$ cat src/design/adaptive_energy_voice_detector_top_macros.svh
// assertion macros for the adaptive energy voice detector
// used by the top level only, no other dependencies
`ifndef ADAPTIVE_ENERGY_VOICE_DETECTOR_TOP_MACROS_SVH
`define ADAPTIVE_ENERGY_VOICE_DETECTOR_TOP_MACROS_SVH

// same-cycle implication
`define AEVD_ASSERT_IMP(lbl, clk, rst_n, ante, cons) \
  lbl: assert property (@(posedge clk) disable iff (!rst_n) (ante) |-> (cons)) \
    else $error("assertion failed");

// next-cycle implication
`define AEVD_ASSERT_NXT(lbl, clk, rst_n, ante, cons) \
  lbl: assert property (@(posedge clk) disable iff (!rst_n) (ante) |=> (cons)) \
    else $error("assertion failed");

`endif

$ cat src/design/aevd_pkg.sv
// shared types and constants of the adaptive energy voice detector
// no dependencies
package aevd_pkg;

  localparam int unsigned MAX_CAL_FRAMES_DEF = 131071;
  localparam int unsigned CFG_IDX_W = 3;
  localparam int unsigned CFG_DATA_W = 17;
  localparam int unsigned DIV_STEPS = 32;
  localparam int unsigned LOG_STEPS = 24;
  localparam int unsigned CNT_W = 5;
  localparam logic [27:0] DB_PER_LOG2_Q24 = 28'd101008905;
  localparam logic [16:0] ONE_Q16 = 17'd65536;

  localparam logic [16:0] RST_CAL_FRAMES = 17'd50;
  localparam logic [15:0] RST_INIT_FLOOR = 16'd328;
  localparam logic [15:0] RST_MIN_FLOOR = 16'd33;
  localparam logic [15:0] RST_MAX_FLOOR = 16'd16384;
  localparam logic [16:0] RST_ALPHA = 17'd3277;
  localparam logic [15:0] RST_MIN_SPEECH = 16'd328;
  localparam logic [14:0] RST_ONSET = 15'd1536;
  localparam logic [14:0] RST_SAT = 15'd5120;

  typedef enum logic [CFG_IDX_W-1:0] {
    CFG_CAL_FRAMES = 3'd0,
    CFG_INIT_FLOOR = 3'd1,
    CFG_MIN_FLOOR  = 3'd2,
    CFG_MAX_FLOOR  = 3'd3,
    CFG_ALPHA      = 3'd4,
    CFG_MIN_SPEECH = 3'd5,
    CFG_ONSET      = 3'd6,
    CFG_SAT        = 3'd7
  } cfg_idx_e;

  localparam logic OP_ANALYZE = 1'b0;
  localparam logic OP_RESTART = 1'b1;

  typedef struct packed {
    logic load;
    logic restart;
    logic cal_acc;
    logic cal_fin;
    logic div_init_cal;
    logic div_init_score;
    logic div_step;
    logic log_init_rms;
    logic log_init_floor;
    logic log_step;
    logic log_save;
    logic mul;
    logic snr;
    logic score_one;
    logic score_fin;
    logic ema1;
    logic ema2;
    logic out_load;
  } cmd_t;

  typedef struct packed {
    logic restart_op;
    logic calibrated;
    logic score_en;
    logic range_pos;
    logic score_zero;
  } status_t;

endpackage

$ cat src/design/aevd_ctrl.sv
// sequencing state machine of the voice detector
// depends on aevd_pkg
module aevd_ctrl (
  input  logic             clk_i,
  input  logic             rst_ni,
  input  logic             in_valid_i,
  output logic             in_ready_o,
  output logic             out_valid_o,
  input  logic             out_ready_i,
  input  aevd_pkg::status_t status_i,
  output aevd_pkg::cmd_t   cmd_o
);

  typedef enum logic [3:0] {
    S_IDLE, S_DISPATCH, S_CAL_INIT, S_CAL_DIV, S_CAL_FIN, S_LOG_R, S_LOG_SAVE, S_LOG_F,
    S_MUL, S_SNR, S_DECIDE, S_SCORE_DIV, S_SCORE_FIN, S_EMA1, S_EMA2, S_FINISH
  } state_e;

  state_e                     state_q, state_d;
  logic [aevd_pkg::CNT_W-1:0] cnt_q, cnt_d;
  logic                       out_valid_q, out_valid_d;
  logic                       div_last, log_last;

  assign div_last = (cnt_q == aevd_pkg::CNT_W'(aevd_pkg::DIV_STEPS - 1));
  assign log_last = (cnt_q == aevd_pkg::CNT_W'(aevd_pkg::LOG_STEPS - 1));

  always_comb begin
    state_d = state_q;
    cnt_d = cnt_q;
    out_valid_d = out_valid_q;
    cmd_o = '0;
    if (out_valid_q && out_ready_i) begin
      out_valid_d = 1'b0;
    end
    case (state_q)
      S_IDLE: begin
        if (in_valid_i) begin
          cmd_o.load = 1'b1;
          state_d = S_DISPATCH;
        end
      end
      S_DISPATCH: begin
        cnt_d = '0;
        if (status_i.restart_op) begin
          cmd_o.restart = 1'b1;
          state_d = S_FINISH;
        end else if (!status_i.calibrated) begin
          cmd_o.cal_acc = 1'b1;
          state_d = S_CAL_INIT;
        end else begin
          cmd_o.log_init_rms = 1'b1;
          state_d = S_LOG_R;
        end
      end
      S_CAL_INIT: begin
        cmd_o.div_init_cal = 1'b1;
        state_d = S_CAL_DIV;
      end
      S_CAL_DIV: begin
        cmd_o.div_step = 1'b1;
        cnt_d = cnt_q + 1'b1;
        if (div_last) begin
          state_d = S_CAL_FIN;
        end
      end
      S_CAL_FIN: begin
        cmd_o.cal_fin = 1'b1;
        state_d = S_FINISH;
      end
      S_LOG_R: begin
        cmd_o.log_step = 1'b1;
        cnt_d = cnt_q + 1'b1;
        if (log_last) begin
          state_d = S_LOG_SAVE;
        end
      end
      S_LOG_SAVE: begin
        cmd_o.log_save = 1'b1;
        cmd_o.log_init_floor = 1'b1;
        cnt_d = '0;
        state_d = S_LOG_F;
      end
      S_LOG_F: begin
        cmd_o.log_step = 1'b1;
        cnt_d = cnt_q + 1'b1;
        if (log_last) begin
          state_d = S_MUL;
        end
      end
      S_MUL: begin
        cmd_o.mul = 1'b1;
        state_d = S_SNR;
      end
      S_SNR: begin
        cmd_o.snr = 1'b1;
        state_d = S_DECIDE;
      end
      S_DECIDE: begin
        cnt_d = '0;
        if (status_i.score_en && status_i.range_pos) begin
          cmd_o.div_init_score = 1'b1;
          state_d = S_SCORE_DIV;
        end else if (status_i.score_en) begin
          cmd_o.score_one = 1'b1;
          state_d = S_FINISH;
        end else begin
          state_d = S_EMA1;
        end
      end
      S_SCORE_DIV: begin
        cmd_o.div_step = 1'b1;
        cnt_d = cnt_q + 1'b1;
        if (div_last) begin
          state_d = S_SCORE_FIN;
        end
      end
      S_SCORE_FIN: begin
        cmd_o.score_fin = 1'b1;
        state_d = status_i.score_zero ? S_EMA1 : S_FINISH;
      end
      S_EMA1: begin
        cmd_o.ema1 = 1'b1;
        state_d = S_EMA2;
      end
      S_EMA2: begin
        cmd_o.ema2 = 1'b1;
        state_d = S_FINISH;
      end
      S_FINISH: begin
        if (!out_valid_q || out_ready_i) begin
          cmd_o.out_load = 1'b1;
          out_valid_d = 1'b1;
          state_d = S_IDLE;
        end
      end
      default: begin
        state_d = S_IDLE;
      end
    endcase
  end

  always_ff @(posedge clk_i or negedge rst_ni) begin
    if (!rst_ni) begin
      state_q <= S_IDLE;
      cnt_q <= '0;
      out_valid_q <= 1'b0;
    end else begin
      state_q <= state_d;
      cnt_q <= cnt_d;
      out_valid_q <= out_valid_d;
    end
  end

  assign in_ready_o = (state_q == S_IDLE);
  assign out_valid_o = out_valid_q;

endmodule

$ cat config.mk
export PLATFORM = sky130hd
export DESIGN_NAME = aevd_ctrl
export DESIGN_NICKNAME = d
export VERILOG_FILES = /design/src/design/adaptive_energy_voice_detector_top_macros.svh /design/src/design/aevd_pkg.sv /design/src/design/aevd_ctrl.sv
export SDC_FILE = /design/constraint.sdc
export NUM_CORES = 1
export LEC_CHECK = 0
export BUFFER_PORTS_ARGS = -buffer_cell sky130_fd_sc_hd__buf_4
export CORE_MARGIN = 5
export CORE_UTILIZATION = 34
export CTS_BUF_LIST = sky130_fd_sc_hd__clkbuf_8
export CTS_CLUSTER_SIZE = 14
export DETAILED_ROUTE_END_ITERATION = 8
export MAX_ROUTING_LAYER = met4
export PLACE_DENSITY = 0.57
export SYNTH_ARGS = -nofsm -noshare
export SYNTH_HDL_FRONTEND = slang
export SYNTH_SLANG_ARGS = --single-unit
$ cat constraint.sdc
create_clock -name clk_i -period 2.01 [get_ports clk_i]
set_input_delay 0.1005 -clock clk_i [delete_from_list [all_inputs] [get_ports clk_i]]
set_output_delay 0.1005 -clock clk_i [all_outputs]
set_load 0.1 [all_outputs]
# Word level (Yosys, flattened, before mapping)
# Index checks and enable logic that the tools add are counted.
# W data, S select, Z words.
[word_totals] elab_cells=81 out_inout_bits=20 reg_bits=10
[op_classes] n_reduce_logical=12 n_addsub=1 eq_ne=23 muxes=42
[op_table] cell="$pmux W4 S15" n=1
[op_table] cell="$eq A4 B4 Y1 const B" n=8
[op_table] cell="$mux W4" n=8
[op_table] cell="$mux W1" n=28
[op_table] cell="$eq A4 B3 Y1 const B" n=4
[op_table] cell="$ne A2 B2 Y1 const B" n=6
[op_table] cell="$eq A5 B5 Y1 const B" n=2
[op_table] cell="$pmux W5 S2" n=1
[op_table] cell="$eq A4 B2 Y1 const B" n=2
[op_table] cell="$mux W2" n=3
[op_table] cell="$reduce_and A6 Y1" n=1
[op_table] cell="$reduce_or A2 Y1" n=3
[op_table] cell="$add A5 B1 Y5 const B" n=1
[op_table] cell="$eq A4 B1 Y1 const B" n=1
[op_table] cell="$logic_not A4 Y1" n=1
[op_table] cell="$reduce_or A4 Y1" n=1
[op_table] cell="$mux W3" n=1
[op_table] cell="$reduce_or A3 Y1" n=1
[op_table] cell="$logic_and A1 B1 Y1" n=2
[op_table] cell="$reduce_bool A2 Y1" n=1
[op_table] cell="$logic_not A1 Y1" n=1
[op_table] cell="$logic_or A1 B1 Y1" n=1

# Logic depth before layout (Yosys ltp)
# Gate-level depths: netlist (run 1).
[logic_depth] depth_word=4 mapped_depth=6

# Worst setup path before layout (run 1)
# Ideal clock, no wire load.
[synth_timing] path_kind="reg2out" startpoint="register state_q[0]" endpoint="output cmd_o[12] (netlist name)" path_buffers=2 t_arrival_ns=3.750 path_slack_ns=-1.841 required_time_ns=1.910 path_stages_with_launch=5 path_cell_list="dfrtp_1 > buf_6 > clkbuf_1 > nand2b_1 > nor4_1"
[synth_rtl] element="from (decl)" line_no="aevd_ctrl.sv:19" rtl="state_e state_q, state_d;"
[synth_rtl] element="from (signal assigned)" line_no="aevd_ctrl.sv:148" rtl="state_q <= state_d;"
[synth_rtl] element="to (decl)" line_no="aevd_ctrl.sv:11" rtl="output aevd_pkg::cmd_t cmd_o"

==> flow_summary_export.csv, run 1 <==
group,metric,value,unit
outcome,outcome,"finished clean",
placement,dpl.hpwl,1880,microns
global_routing,grt_max_degree,18,
floorplan,die_h,61.0,microns
global_routing,grt_pass1_wl,4140,microns
finish,drive_above_1_share,44.5,%
worst_setup_path,cp-end-kind,"output pin",
worst_setup_path,start_kind,"flop",
sta,setup_viol_count_final,0,
clock_network,cts.sinks,10,
clock_network,cts_buffers,3,
finish,diodes,0,
finish,area_growth,43.1,%
finish,final_cells,167,
synth,synth.top_cell.area_share,28.2,%
synth,synthCells,107,
floorplan,design.portCount,29,
synth,syn_avg_cell_area,8.28,sq um
route,wl_per_cell,14.5,microns
global_routing,grt_antenna_before_repair,0,
placement,port_buffers,28,
synth,yosysSeqAreaShare,28.2,%
synth,synth.area.top_cells,"dfrtp_1 28%, a21oi_1 4.5%, nand2b_1 4.2%, and2_1 3.5%, nor3_1 3.4%",
clock_network,cts_resized,0,
worst_setup_path,path_class,"flop to output pin",
finish,fillers,252,
finish,layout.nets,150,
sta,post-route-period-util,95.2,%
placement,placedCellCount,163,
global_routing,grt.total_usage,15.1,%
route,finalWirelength,2420,microns
clock_network,post_cts_buffers,0,
route,drc,0,
sta,period_needed,1.91,ns
sta,maxSlewViolCount,0,
hold_path,hp-class,"primary input to flop",
worst_setup_path,crit_arrival,1.81,ns
floorplan,start_util,35.8,%
clock_network,cts_buffer_depth,2,
global_routing,overflow,0,
clock_network,cts_root_buffer,"clkbuf_8",
floorplan,die_w,61.0,microns
worst_setup_path,cp.required,1.91,ns
finish,multi_input_area,643,sq um
sta,rsz0062_at_grt,"no",
synth,ys_ff_latch,10,
route,drt-vias-per-instance,5.41,
finish,seq_area,250,sq um
clock_network,cts_tree,"built",
clock_network,cts_hold_buf,1,
synth,syn_nets,118,
synth,syn_area,886,sq um
clock_network,path_clk_slew,0.04,ns
clock_network,ctsHtreeMaxLevel,1,
floorplan,fp-row-count,18,
sta,skew,0.00337,ns
sta,setup-tns-final,0,ns
synth,ys_types,43,
floorplan,fp.dieArea,3730,sq um
sta,whs,0.170,ns
sta,relSlewSlack,59.8,%
sta,max_freq,523,MHz
route,vias,904,
clock_network,clk_latency,0.23,ns
route,drtIter0Drc,36,
sta,worstMarginPinSlew,0.603,ns
route,detail-route-antenna-nets,0,
route,drtPass1Iterations,4,
flow_run,maxCapViolCount,0,
global_routing,first_global_vias,877,
placement,globalplace.congestion,0.831,
sta,hold_viol_final,0,
worst_setup_path,path_max_fanout,17,
synth,synth_top_area_cell,"dfrtp_1",
synth,yosys_warnings,0,
floorplan,core,2480,sq um
kinds of logic after synthesis:
group / after synthesis / synth area share [%]
AOI/OAI and AO/OA: 30 / 21.8
DFF: 10 / 28.2
and+or+nand+nor: 48 / 34.5
buffers and inverters: 15 / 9.74
muxes: 2 / 2.97
adders and majority gates: 2 / 2.82
layout make-up:
| class | instances | share of cell area [%] |
|---|---|---|
| Multi-Input combinational cell | 82 | 50.7 |
| Inverter | 6 | 1.78 |
| Sequential cell | 10 | 19.7 |
| Clock buffer | 3 | 3.26 |
| Timing Repair Buffer | 36 | 21.5 |
| Tap cell | 30 | 2.96 |
flip-flops by register name, indices dropped and copies added (netlist names):
register and cells:
cnt_q 5, out_valid_o 1, state_q 4
worst max-delay path, stage by stage (launching register included):
cell	delay [ns]
dfrtp_1	0.71
nand2b_1	0.23
buf_4	0.20
nor4_2	0.12
buf_4	0.32
synth_stat cells, drive strengths merged:
cell and count:
a211o 1, a21oi 8, a22o 3, a311o 1
a31oi 1, a32oi 1, and2 5, and3 1
buf 7, clkbuf 2, dfrtp 10, ha 2
inv 6, mux2 2, nand2 5, nand2b 6
nand3 1, nand3b 1, nand4 1, nand4b 1
nor2 7, nor2b 2, nor3 7, nor3b 3
nor4 3, nor4b 2, o211ai 2, o21a 2
o21ai 8, o21bai 1, o22ai 1, o32ai 1
or3 3
final timing paths:
path                                   from          end  slack [ns]  depth (start not counted)
max in group asynchronous            rst_ni   state_q[2]        1.63                          2
min in group asynchronous            rst_ni     cnt_q[1]        0.24                          2
worst min-delay path            out_ready_i  out_valid_o        0.17                          3
worst max-delay path             state_q[3]    cmd_o[12]         0.1                          4
worst max register to register   state_q[3]   state_q[1]        0.13                          4
worst min register to register  out_valid_o  out_valid_o        0.53                          2
per-layer routing:
metal | track usage, % | vias to the layer above | routed length, microns
met5 | - | - | 0
met4 | 3.72 | 0 | 30
met3 | 3.98 | 4 | 80
met2 | 24.8 | 17 | 1210
met1 | 18.5 | 436 | 1100
li1 | - | 447 | -
per-stage QoR:
stage                     cell area (sq um)  setup slack [ns]  utilization (%)
after detailed placement               1220             0.161             49.1
after floorplan                         990            -0.624                -
after global routing                   1270           0.00771             51.2
final                                  1270            0.0974             51.2
after global placement                 1220             0.261             49.1
after CTS                              1270             0.112             51.2
layout by cell type (no fill, tap or decap), types with 2 or more instances in the layout:
cell type	instances
nor2_1	2
nor3b_2	2
a21oi_1	8
clkbuf_8	3
o21a_1	2
or3_1	3
nor2_4	2
nand2b_1	5
nor2b_2	2
a22o_1	3
nor2_2	3
nand2_1	5
o21ai_1	3
dfrtp_1	10
nor4b_1	2
and2_1	4
ha_1	2
buf_4	35
nor3_4	2
o211ai_1	2
inv_1	5
nor4_4	2
nor3_2	4
o21ai_0	5
Power of run 1 is left out: the tool's default activity adds up to more than one toggle a clock period on the data nets, which glitch-free logic cannot reach.
==> inputs of run 2 (changes only) <==
--- a/config.mk
+++ b/config.mk
@@ -11,8 +11,8 @@
 export CTS_BUF_LIST = sky130_fd_sc_hd__clkbuf_8
 export CTS_CLUSTER_SIZE = 14
 export DETAILED_ROUTE_END_ITERATION = 8
-export MAX_ROUTING_LAYER = met4
 export PLACE_DENSITY = 0.57
+export SKIP_LAST_GASP = 1
 export SYNTH_ARGS = -nofsm -noshare
 export SYNTH_HDL_FRONTEND = slang
 export SYNTH_SLANG_ARGS = --single-unit
==> run 2 against run 1 <==
First-iteration DRC count shrank 19%; routed wire length is 0.29% higher; clock-buffer cell count did not move; non-clock buffer count is the same; die area stayed put; global-route usage fell by 0.46 points; sequential cell count unchanged; register-to-register slack barely moved; hold slack got worse by 0.00062 ns; setup slack gained 0.0090 ns; final cell count did not move; sequential share of layout area unchanged.
==> flow_summary_export.csv, run 2 (synthesized netlist as in run 1, its figures left out) <==
group,metric,value,unit
global_routing,overflow,0,
route,detail-route-antenna-nets,0,
floorplan,fp-row-count,18,
worst_setup_path,cpPeakStageDelay,0.70,ns
clock_network,cts_root_buffer,"clkbuf_8",
floorplan,design.portCount,29,
worst_setup_path,start_kind,"flop",
finish,final_cells,167,
floorplan,core,2480,sq um
worst_setup_path,reg2reg_slack,0.14,ns
sta,skew,0.00327,ns
clock_network,ctsHtreeMaxLevel,1,
floorplan,start_util,35.8,%
worst_setup_path,crit_chain,"nand2b_1 -> buf_4 -> nor4_2 -> buf_4",
worst_setup_path,r2r_cells,4,
finish,fillers,252,
outcome,outcome,"finished clean",
route,drtIter0Drc,29,
route,drc,0,
sta,max_freq,525,MHz
clock_network,post_cts_buffers,0,
route,drtPass1Iterations,4,
sta,setup_viol_count_final,0,
worst_setup_path,rr_endpoint,"state_q[1]",
clock_network,cts_tree,"built",
floorplan,fp.dieArea,3730,sq um
route,wl_per_cell,14.5,microns
global_routing,grt_pass1_wl,4140,microns
finish,drive_above_1_share,44.5,%
worst_setup_path,path_max_fanout,17,
clock_network,cts_buffer_depth,2,
hold_path,hp-class,"primary input to flop",
sta,relSlewSlack,58.3,%
finish,layout.nets,150,
finish,area_growth,43.1,%
finish,layout_common_cells,"35 x buf_4, 10 x dfrtp_1, 8 x a21oi_1",
sta,hold_viol_final,0,
route,vias,912,
worst_setup_path,setup.worst_path.end,"cmd_o[12]",
route,drt-vias-per-instance,5.46,
clock_network,cts.sinks,10,
global_routing,grt_antenna_before_repair,0,
clock_network,path_clk_slew,0.04,ns
worst_setup_path,r2r-start,"state_q[3]",
sta,period_needed,1.90,ns
worst_setup_path,path_common_cell,"buf_4",
floorplan,die_w,61.0,microns
placement,globalplace.congestion,0.819,
finish,largest_register_ffs,5,
finish,final_common_cell,"buf_4",
clock_network,clk_latency,0.23,ns
worst_setup_path,cp.required,1.91,ns
worst_setup_path,crit_path_start,"state_q[3]",
route,finalWirelength,2430,microns
floorplan,die_h,61.0,microns
sta,post-route-period-util,94.7,%
sta,rsz0062_at_grt,"no",
worst_setup_path,cp_slowest_cell,"dfrtp_1",
worst_setup_path,path_class,"flop to output pin",
sta,worstMarginPinSlew,0.625,ns
placement,port_buffers,28,
global_routing,grt.total_usage,14.7,%
finish,regMostFlops,"cnt_q",
placement,dpl.hpwl,1880,microns
worst_setup_path,crit_arrival,1.80,ns
placement,placedCellCount,163,
flow_run,maxCapViolCount,0,
clock_network,cts_buffers,3,
global_routing,grt_max_degree,18,
clock_network,cts_resized,0,
worst_setup_path,cp-end-kind,"output pin",
finish,diodes,0,
global_routing,first_global_vias,879,
sta,maxSlewViolCount,0,
==> run 2: cell counts in the layout (fill, tap and decap cells not counted) <==
Identical to the previous run, type by type.
==> run 2: worst min-delay path by stage <==
stage                      from          end  slack, ns  depth (start not counted)
floorplan                rst_ni     cnt_q[0]      -0.20                          0
global placement         rst_ni     cnt_q[1]      -0.06                          1
detailed placement       rst_ni     cnt_q[3]      -0.06                          1
CTS                 out_ready_i  out_valid_o       0.17                          3
global route        out_ready_i  out_valid_o       0.19                          3
finish              out_ready_i  out_valid_o       0.17                          3
==> run 2: per-layer routing <==
metal / up-vias / GRT usage [%] / share of wire (%)
li1: 447 / - / -
met3: 4 / 4.19 / 4.7
met4: 0 / 3.72 / 1.2
met1: 437 / 18.4 / 44
met5: - / 0 / 0
met2: 24 / 24.8 / 50
==> run 2: timing repair <==
action                                  4_1_cts  5_1_grt
endpoints found under the hold margin        10        0
hold buffers                                  1        0
endpoints found under the setup margin        0        0
==> run 2: final cells by class <==
cell class / count / area [sq um] / share of cell area [%]
inverter: 6 / 22.5 / 1.78
tap: 30 / 37.5 / 2.96
timing repair buffer: 36 / 273 / 21.5
multi-input combinational: 82 / 643 / 50.7
clock buffer: 3 / 41.3 / 3.26
sequential: 10 / 250 / 19.7
==> run 2: worst max-delay path: cells and delay by family, from the launching register on <==
family	cells	cell delay, ns
flops	1	0.70
buf+inv	2	0.52
simple gates	2	0.35
==> run 2: per-stage QoR <==
stage	hold WS, ns	TNS (ns)	worst slack (ns)	instance area, sq um	util (%)
2_1_floorplan	-0.195	-2.12	-0.624	990	-
4_1_cts	0.174	0	0.112	1270	51.2
3_5_place_dp	-0.0641	0	0.161	1220	49.1
5_1_grt	0.187	0	0.00771	1270	51.2
6_report	0.170	0	0.106	1270	51.2
3_3_place_gp	-0.0628	0	0.261	1220	49.1
Power of run 2 is left out for the same reason.
